===== config.mk =====
export PLATFORM = sky130hd
export DESIGN_NAME = serial_led_command_frame_parser
export DESIGN_NICKNAME = d
export VERILOG_FILES = /design/src/rtl/slcf_pkg.sv /design/src/rtl/slcf_level_mul.sv /design/src/rtl/slcf_level_sat.sv /design/src/rtl/serial_led_command_frame_parser.sv
export SDC_FILE = /design/constraint.sdc
export NUM_CORES = 2
export LEC_CHECK = 0
export BUFFER_PORTS_ARGS = -buffer_cell sky130_fd_sc_hd__buf_4
export CORE_MARGIN = 2
export CORE_UTILIZATION = 60
export DETAILED_ROUTE_END_ITERATION = 16
export PLACE_DENSITY = 0.83
export SYNTH_ARGS = -nofsm -noshare
export SYNTH_HDL_FRONTEND = slang
export SYNTH_SLANG_ARGS = --single-unit

===== constraint.sdc =====
create_clock -name clk -period 24.9 [get_ports clk]
set_input_delay 1.245 -clock clk [delete_from_list [all_inputs] [get_ports clk]]
set_output_delay 1.245 -clock clk [all_outputs]
set_load 0.01 [all_outputs]

===== src/rtl/slcf_pkg.sv =====
// Shared constants and types of the serial LED command frame parser.
`default_nettype none
package slcf_pkg;

  localparam logic [7:0]  CMD_SWITCH   = 8'h01;
  localparam logic [7:0]  CMD_LEVEL    = 8'h02;
  localparam logic [7:0]  ARG_OFF      = 8'h00;
  localparam logic [7:0]  ARG_ON       = 8'h01;
  localparam logic [7:0]  ARG_TOGGLE   = 8'h02;

  localparam logic [7:0]  HDR1_RESET   = 8'hAA;
  localparam logic [7:0]  HDR2_RESET   = 8'h55;
  localparam logic [15:0] SCALE_RESET  = 16'd500;
  localparam logic [15:0] BRIGHT_RESET = 16'd500;
  localparam logic [15:0] LEVEL_MAX    = 16'hFFFF;

  localparam int unsigned CFG_IDX_W  = 2;
  localparam int unsigned CFG_DATA_W = 16;
  localparam logic [CFG_IDX_W-1:0] REG_FIRST_HEADER  = 2'd0;
  localparam logic [CFG_IDX_W-1:0] REG_SECOND_HEADER = 2'd1;
  localparam logic [CFG_IDX_W-1:0] REG_FULL_SCALE    = 2'd2;

  // Registered product and shift plan of the float-to-level conversion.
  typedef struct packed {
    logic [39:0] prod;
    logic        force_zero;
    logic        force_max;
    logic        big_left;
    logic        left;
    logic [5:0]  amt;
  } slcf_level_t;

endpackage
`default_nettype wire


===== src/rtl/slcf_level_mul.sv =====
// Multiply stage of the float-to-level conversion: significand times scale.
`default_nettype none
module slcf_level_mul (
  input  logic                 clk,
  input  logic [31:0]          payload,
  input  logic [15:0]          scale,
  output slcf_pkg::slcf_level_t level_op
);
  import slcf_pkg::*;

  logic        sign;
  logic [7:0]  expo;
  logic [22:0] mant;
  logic        denorm;
  logic        max_expo;
  logic [23:0] sig;
  logic [7:0]  expo_eff;
  logic        left;
  logic [7:0]  lamt;
  logic [7:0]  ramt;

  always_comb begin
    sign     = payload[31];
    expo     = payload[30:23];
    mant     = payload[22:0];
    denorm   = (expo == 8'd0);
    max_expo = (expo == 8'hFF);
    sig      = {~denorm, mant};
    expo_eff = denorm ? 8'd1 : expo;
    left     = (expo_eff >= 8'd150);
    lamt     = expo_eff - 8'd150;
    ramt     = 8'd150 - expo_eff;
  end

  always_ff @(posedge clk) begin
    level_op.prod       <= {16'd0, sig} * {24'd0, scale};
    level_op.force_zero <= sign | (max_expo & ((mant != 23'd0) | (scale == 16'd0)))
                           | (~left & (ramt >= 8'd40));
    level_op.force_max  <= ~sign & max_expo & (mant == 23'd0) & (scale != 16'd0);
    level_op.big_left   <= left & (lamt >= 8'd16);
    level_op.left       <= left;
    level_op.amt        <= left ? lamt[5:0] : ramt[5:0];
  end

endmodule
`default_nettype wire


===== src/rtl/slcf_level_sat.sv =====
// Shift and saturate stage of the float-to-level conversion.
`default_nettype none
module slcf_level_sat (
  input  slcf_pkg::slcf_level_t level_op,
  output logic [15:0]           level
);
  import slcf_pkg::*;

  logic [54:0] wide;
  logic [39:0] narrow;

  always_comb begin
    wide   = {15'd0, level_op.prod} << level_op.amt[3:0];
    narrow = level_op.prod >> level_op.amt;
    priority if (level_op.force_zero) begin
      level = 16'd0;
    end else if (level_op.force_max) begin
      level = LEVEL_MAX;
    end else if (level_op.prod == 40'd0) begin
      level = 16'd0;
    end else if (level_op.big_left) begin
      level = LEVEL_MAX;
    end else if (level_op.left) begin
      level = (|wide[54:16]) ? LEVEL_MAX : wide[15:0];
    end else begin
      level = (|narrow[39:16]) ? LEVEL_MAX : narrow[15:0];
    end
  end

endmodule
`default_nettype wire


===== src/rtl/serial_led_command_frame_parser.sv =====
// Top level of the serial LED command frame parser.
`default_nettype none
// Parses received bytes, one byte per handshake, as frames of first header,
// second header, command, payload and checksum (low byte of the sum of all
// earlier frame bytes). Command 1 carries one byte (0 off, 1 on at the stored
// brightness, 2 toggle); command 2 carries a little-endian single-precision
// value that becomes a brightness of trunc(value * full_scale), saturated to
// 0..65535, with negative values and NaN giving 0. Every accepted byte yields
// exactly one registered result word, showing the compare value, the LED flag
// and whether this byte closed a good or a bad frame. A new byte is taken every
// cycle while the result register is free or being drained; the float product
// is formed in a register stage tracking the payload as it fills, so the checksum
// byte only shifts and saturates it. The user must write the header registers and
// scale through the cfg port only while no byte is in flight; the block does not enforce it.
module serial_led_command_frame_parser (
  input  logic                           clk,
  input  logic                           rst,
  input  logic                           cfg_we,
  input  logic [slcf_pkg::CFG_IDX_W-1:0] cfg_index,
  input  logic [slcf_pkg::CFG_DATA_W-1:0] cfg_data,
  input  logic                           byte_valid,
  output logic                           byte_stall,
  input  logic [7:0]                     rx_byte,
  output logic                           result_valid,
  input  logic                           result_stall,
  output logic [15:0]                    pwm_compare,
  output logic                           led_on,
  output logic                           frame_accepted,
  output logic                           checksum_failed
);
  import slcf_pkg::*;

  localparam logic [2:0] POS_HDR1 = 3'd0;
  localparam logic [2:0] POS_HDR2 = 3'd1;
  localparam logic [2:0] POS_CMD  = 3'd2;
  localparam logic [2:0] POS_PAY0 = 3'd3;
  localparam logic [2:0] POS_CHK1 = 3'd4;
  localparam logic [2:0] POS_CHK4 = 3'd7;

  // Configuration registers.
  logic [7:0]  first_header;
  logic [7:0]  second_header;
  logic [15:0] full_scale;
  logic [15:0] full_scale_next;

  // Parser state.
  logic [2:0]  frame_position,    frame_position_next;
  logic [7:0]  running_sum,       running_sum_next;
  logic        is_float,          is_float_next;
  logic [31:0] payload,           payload_next;
  logic [15:0] stored_brightness, stored_brightness_next;
  logic        led_flag,          led_flag_next;
  logic [15:0] compare_value,     compare_value_next;
  logic        accepted_next;
  logic        failed_next;

  logic        take;
  logic [2:0]  chk_slot;
  logic [1:0]  pay_idx;
  logic [7:0]  sum_add;
  logic [15:0] level;
  slcf_level_t level_op;

  // Hold the byte while a finished result waits to be taken.
  assign byte_stall = result_valid & result_stall;
  assign take       = byte_valid & ~byte_stall;

  assign full_scale_next = (cfg_we && cfg_index == REG_FULL_SCALE) ? cfg_data : full_scale;

  always_ff @(posedge clk) begin
    if (rst) begin
      first_header  <= HDR1_RESET;
      second_header <= HDR2_RESET;
    end else if (cfg_we) begin
      unique case (cfg_index)
        REG_FIRST_HEADER:  first_header  <= cfg_data[7:0];
        REG_SECOND_HEADER: second_header <= cfg_data[7:0];
        default: ;
      endcase
    end
  end

  always_ff @(posedge clk) begin
    if (rst) begin
      full_scale <= SCALE_RESET;
    end else begin
      full_scale <= full_scale_next;
    end
  end

  // The product stage sees the next payload and scale, so its register always
  // matches the current ones.
  slcf_level_mul u_mul (
    .clk      (clk),
    .payload  (payload_next),
    .scale    (full_scale_next),
    .level_op (level_op)
  );

  slcf_level_sat u_sat (
    .level_op (level_op),
    .level    (level)
  );

  always_comb begin
    frame_position_next    = frame_position;
    running_sum_next       = running_sum;
    is_float_next          = is_float;
    payload_next           = payload;
    stored_brightness_next = stored_brightness;
    led_flag_next          = led_flag;
    compare_value_next     = compare_value;
    accepted_next          = 1'b0;
    failed_next            = 1'b0;
    chk_slot               = is_float ? POS_CHK4 : POS_CHK1;
    pay_idx                = frame_position[1:0] - POS_PAY0[1:0];
    sum_add                = running_sum + rx_byte;

    if (take) begin
      unique case (frame_position)
        POS_HDR1: begin
          if (rx_byte == first_header) begin
            running_sum_next    = rx_byte;
            frame_position_next = POS_HDR2;
          end
        end
        POS_HDR2: begin
          // Second header wins; a repeated first header restarts the frame.
          priority if (rx_byte == second_header) begin
            running_sum_next    = sum_add;
            frame_position_next = POS_CMD;
          end else if (rx_byte == first_header) begin
            running_sum_next    = rx_byte;
            frame_position_next = POS_HDR2;
          end else begin
            running_sum_next    = 8'd0;
            frame_position_next = POS_HDR1;
          end
        end
        POS_CMD: begin
          if (rx_byte == CMD_SWITCH || rx_byte == CMD_LEVEL) begin
            running_sum_next    = sum_add;
            is_float_next       = (rx_byte == CMD_LEVEL);
            payload_next        = 32'd0;
            frame_position_next = POS_PAY0;
          end else begin
            running_sum_next    = 8'd0;
            frame_position_next = POS_HDR1;
          end
        end
        default: begin
          if (frame_position < chk_slot) begin
            // Collect payload, first byte in the low lane.
            unique case (pay_idx)
              2'd0: payload_next[7:0]   = rx_byte;
              2'd1: payload_next[15:8]  = rx_byte;
              2'd2: payload_next[23:16] = rx_byte;
              default: payload_next[31:24] = rx_byte;
            endcase
            running_sum_next    = sum_add;
            frame_position_next = frame_position + 3'd1;
          end else begin
            if (rx_byte == running_sum) begin
              accepted_next = 1'b1;
              if (is_float) begin
                stored_brightness_next = level;
                compare_value_next     = level;
              end else begin
                unique case (payload[7:0])
                  ARG_OFF: begin
                    compare_value_next = 16'd0;
                    led_flag_next      = 1'b0;
                  end
                  ARG_ON: begin
                    compare_value_next = stored_brightness;
                    led_flag_next      = 1'b1;
                  end
                  ARG_TOGGLE: begin
                    compare_value_next = led_flag ? 16'd0 : stored_brightness;
                    led_flag_next      = ~led_flag;
                  end
                  default: ;
                endcase
              end
            end else begin
              failed_next = 1'b1;
            end
            frame_position_next = POS_HDR1;
          end
        end
      endcase
    end
  end

  always_ff @(posedge clk) begin
    if (rst) begin
      frame_position    <= POS_HDR1;
      running_sum       <= 8'd0;
      is_float          <= 1'b0;
      payload           <= 32'd0;
      stored_brightness <= BRIGHT_RESET;
      led_flag          <= 1'b0;
      compare_value     <= 16'd0;
    end else begin
      frame_position    <= frame_position_next;
      running_sum       <= running_sum_next;
      is_float          <= is_float_next;
      payload           <= payload_next;
      stored_brightness <= stored_brightness_next;
      led_flag          <= led_flag_next;
      compare_value     <= compare_value_next;
    end
  end

  // Result register: load on every taken byte, drop valid once drained.
  always_ff @(posedge clk) begin
    if (rst) begin
      result_valid <= 1'b0;
    end else if (take) begin
      result_valid <= 1'b1;
    end else if (!result_stall) begin
      result_valid <= 1'b0;
    end
  end

  always_ff @(posedge clk) begin
    if (take) begin
      pwm_compare     <= compare_value_next;
      led_on          <= led_flag_next;
      frame_accepted  <= accepted_next;
      checksum_failed <= failed_next;
    end
  end

`ifndef SYNTHESIS
  a_flags_exclusive: assert property (@(posedge clk) disable iff (rst)
    result_valid |-> !(frame_accepted && checksum_failed))
    else $error("frame_accepted and checksum_failed both set");

  a_take_gives_result: assert property (@(posedge clk) disable iff (rst)
    take |=> result_valid)
    else $error("taken byte produced no result");

  a_switch_frame_short: assert property (@(posedge clk) disable iff (rst)
    !is_float |-> (frame_position <= POS_CHK1))
    else $error("switch frame ran past its checksum position");
`endif

endmodule
`default_nettype wire

==> flow_summary_export.csv <==
group,metric,value,unit
grt,grt_pass1_wl,113000,microns
yosys,synth_top_area_share,0.261,
drt,vias,21180,
clock_network,postCtsSetupBuffers,0,
placement,dp_hpwl,54300,microns
drt,first_pass_iters,6,
drt,drtIter0Drc,2512,
timing,tns,0,ns
clock_network,numCtsBuffers,17,
die,boundaryPins,52,
power,p_seq_frac,0.461,
timing,slew-limit-headroom,0.109,
yosys,syn_area,23600,sq um
yosys,synthArstFlopShare,0,
cells_and_area,multi_input_area,17700,sq um
power,swShare,0.302,
yosys,ys_top_cells_by_area,"fa_1 (26%), dfxtp_1 (14%), ha_1 (6.8%)",
power,p_clk_frac,0.448,
timing,skew,0.0187,ns
run,maxCapViolations,0,
timing,fmax,97.3,MHz
timing,slew_violations,0,
timing,hold_ws,0.467,ns
clock_network,cts_num_sinks,179,
die,die_y,202,microns
grt,grt_overflow,0,
grt,antenna_found_initial,0,
grt,first_global_vias,21388,
yosys,synth_edf_count,19,
power,p_switching,195,uW
drt,avgRoutedWirePerCell,22.1,microns
yosys,syn-mean-instance-area,8.40,sq um
yosys,synthesis.nets,3271,
cells_and_area,layout_commonest_cell,"inv_1",
drt,drcViolationCount,0,
die,rows,72,
clock_network,htreeDepth,4,
run_status,outcome,"completed",
timing,finalCritPeriodShare,0.413,
timing,rsz0062_at_grt,"no",
critical_path,cp_data_arrival_time,10.64,ns
timing,tightest_slew,1.34,ns
timing,period_minus_slack,10.28,ns
power,p_comb_frac,0.091,
yosys,yosys_register_bits,179,
power,p_int,449,uW
die,fp.coreArea,38700,sq um
clock_network,cts-root-to-sink-buffers,2,
power,p_leak,11.4,nW
die,die_w,202,microns
drt,final_antenna_net_count,0,
cells_and_area,fillers,3117,
min_path,hold_path_class,"flop to flop",
critical_path,crit_required,25.26,ns
cells_and_area,drive_above_1_share,0.0785,
drt,routed_wl,72200,microns
grt,grt_max_degree,80,
drt,viasPerCell,6.48,
cells_and_area,regArea,3780,sq um
clock_network,cts.reportedPaths.clkPinSlew,0.09,ns
clock_network,insertion_delay,0.47,ns
grt,gr-usage-all-layers,0.357,
placement,port_buffers,51,
cells_and_area,final_cell_mix,"inv_1 (372), nand2_1 (362), nor2_1 (359)",
critical_path,cp-end-kind,"flop",
critical_path,path_max_fanout,31,
cells_and_area,nets,3204,
timing,hold_viol,0,
critical_path,critPathLaunchType,"input pin",
yosys,syn_inst,2805,
yosys,ys_seq_area_frac,0.160,
die,start_util,0.609,
clock_network,cts_tree,"yes",
clock_network,cts_root_buf,"clkbuf_16",
die,design.die.area,40900,sq um
clock_network,hold_buffers,0,
timing,finalSetupViolCount,0,
yosys,synth_top_flop_cell,"dfxtp_1",
placement,gp_congestion,1.03,
yosys,ys_warn_count,0,
cells_and_area,syn_to_final_growth,5.17,%
yosys,yosysUniqueCellTypes,84,
cells_and_area,insertedDiodeCount,0,
power,peakVddDrop,0.0443,mV
critical_path,crit_type,"input pin to flop",
clock_network,cts_resized,0,
yosys,yosys.area.top_type,"fa_1",
power,cellPowerDensity,26.0,nW/um^2
power groups by stage:
stage	Sequential (mW)	Clock [mW]	Combinational, mW
final	0.297	0.288	0.0584
after global routing	0.297	0.298	0.0605
after CTS	0.297	0.286	0.0559
after detailed placement	0.303	0	0.0558
after global placement	0.303	0	0.0543
after floorplan	0.304	0	0.0317
registers in the layout, indices dropped and copies added, names as in the netlist:
register           cells
u_mul.level_op        50
payload               32
compare_value         16
full_scale            16
pwm_compare           16
stored_brightness     16
first_header           8
running_sum            8
second_header          8
frame_position         3
checksum_failed        1
frame_accepted         1
is_float               1
led_flag               1
led_on                 1
result_valid           1
Yosys cell counts (18+ instances only):
| library cell | count |
|---|---|
| fa_1 | 307 |
| edfxtp_1 | 19 |
| nor2b_1 | 20 |
| clkbuf_1 | 140 |
| dfxtp_1 | 160 |
| nand3_1 | 21 |
| a22o_1 | 19 |
| mux2i_1 | 66 |
| ha_1 | 128 |
| nor2_1 | 359 |
| buf_2 | 18 |
| a22oi_1 | 33 |
| nor3_1 | 51 |
| inv_1 | 372 |
| a211oi_1 | 23 |
| and2_1 | 18 |
| mux2_2 | 34 |
| nor4_1 | 25 |
| nand2_1 | 362 |
| a21oi_1 | 126 |
| mux4_2 | 34 |
| a32o_1 | 18 |
| o21ai_0 | 71 |
| nand4_1 | 22 |
| a21o_1 | 32 |
| xnor2_1 | 46 |
logic make-up (layout without fill, tap and decap cells):
group,Yosys count,count (layout),synth area share
fa+ha+maj,435,435,0.329
compound gates,487,487,0.142
simple gates,951,951,0.174
flops,179,179,0.160
mux,140,140,0.0815
buf+inv,553,499,0.0912
xor+xnor,60,60,0.0223
metrics by stage:
stage,util,power (mW),worst slack (ns),std cells,instance area [sq um]
2_1_floorplan,-,0.335,15.93,2805,23600
3_3_place_gp,0.624,0.357,14.63,3237,24200
3_5_place_dp,0.624,0.359,14.27,3237,24200
4_1_cts,0.640,0.639,14.74,3269,24800
5_1_grt,0.640,0.656,14.12,3269,24800
6_report,0.640,0.644,14.62,3269,24800
worst paths after layout:
| kind | from | end | slack [ns] | cells past startpoint |
|---|---|---|---|---|
| setup reg to reg | is_float | u_mul.level_op[49] | 14.72 | 27 |
| setup / recovery | result_stall | u_mul.level_op[49] | 14.62 | 27 |
| hold reg to reg | stored_brightness[0] | stored_brightness[0] | 0.47 | 2 |
| hold / removal | stored_brightness[0] | stored_brightness[0] | 0.47 | 2 |
routing by layer:
metal | vias to the layer above | track usage | share of wire
li1 | 9205 | - | -
met1 | 10269 | 0.437 | 0.35
met2 | 1368 | 0.562 | 0.46
met3 | 338 | 0.0959 | 0.12
met4 | 0 | 0.227 | 0.072
met5 | - | 0 | 0
final cells by class:
| cell class | count | area share |
|---|---|---|
| clock buffers | 17 | 0.0172 |
| clock inverters | 15 | 0.00732 |
| inverters | 374 | 0.0566 |
| multi-input cells | 2073 | 0.712 |
| flip-flops and latches | 179 | 0.152 |
| well taps | 518 | 0.0261 |
| repair buffers | 93 | 0.0282 |
critical path, cell delays in order:
cell,delay [ns]
buf_4,0.11
nand2_1,0.08
nand2_1,0.17
inv_1,0.83
nand2_1,0.59
a32oi_1,1.04
nor2_1,0.13
fa_1,0.53
inv_1,0.05
fa_1,0.40
fa_1,0.57
inv_1,0.07
fa_1,0.50
fa_1,0.49
inv_1,0.05
fa_1,0.48
inv_1,0.04
ha_1,0.36
inv_1,0.08
a2111oi_0,0.87
o22a_1,0.43
a41oi_1,0.32
o311ai_0,0.56
nand2_1,0.17
o2111ai_1,0.24
a21oi_1,0.11
xnor2_1,0.13
Note: power is estimated with default switching activity, not from simulation.
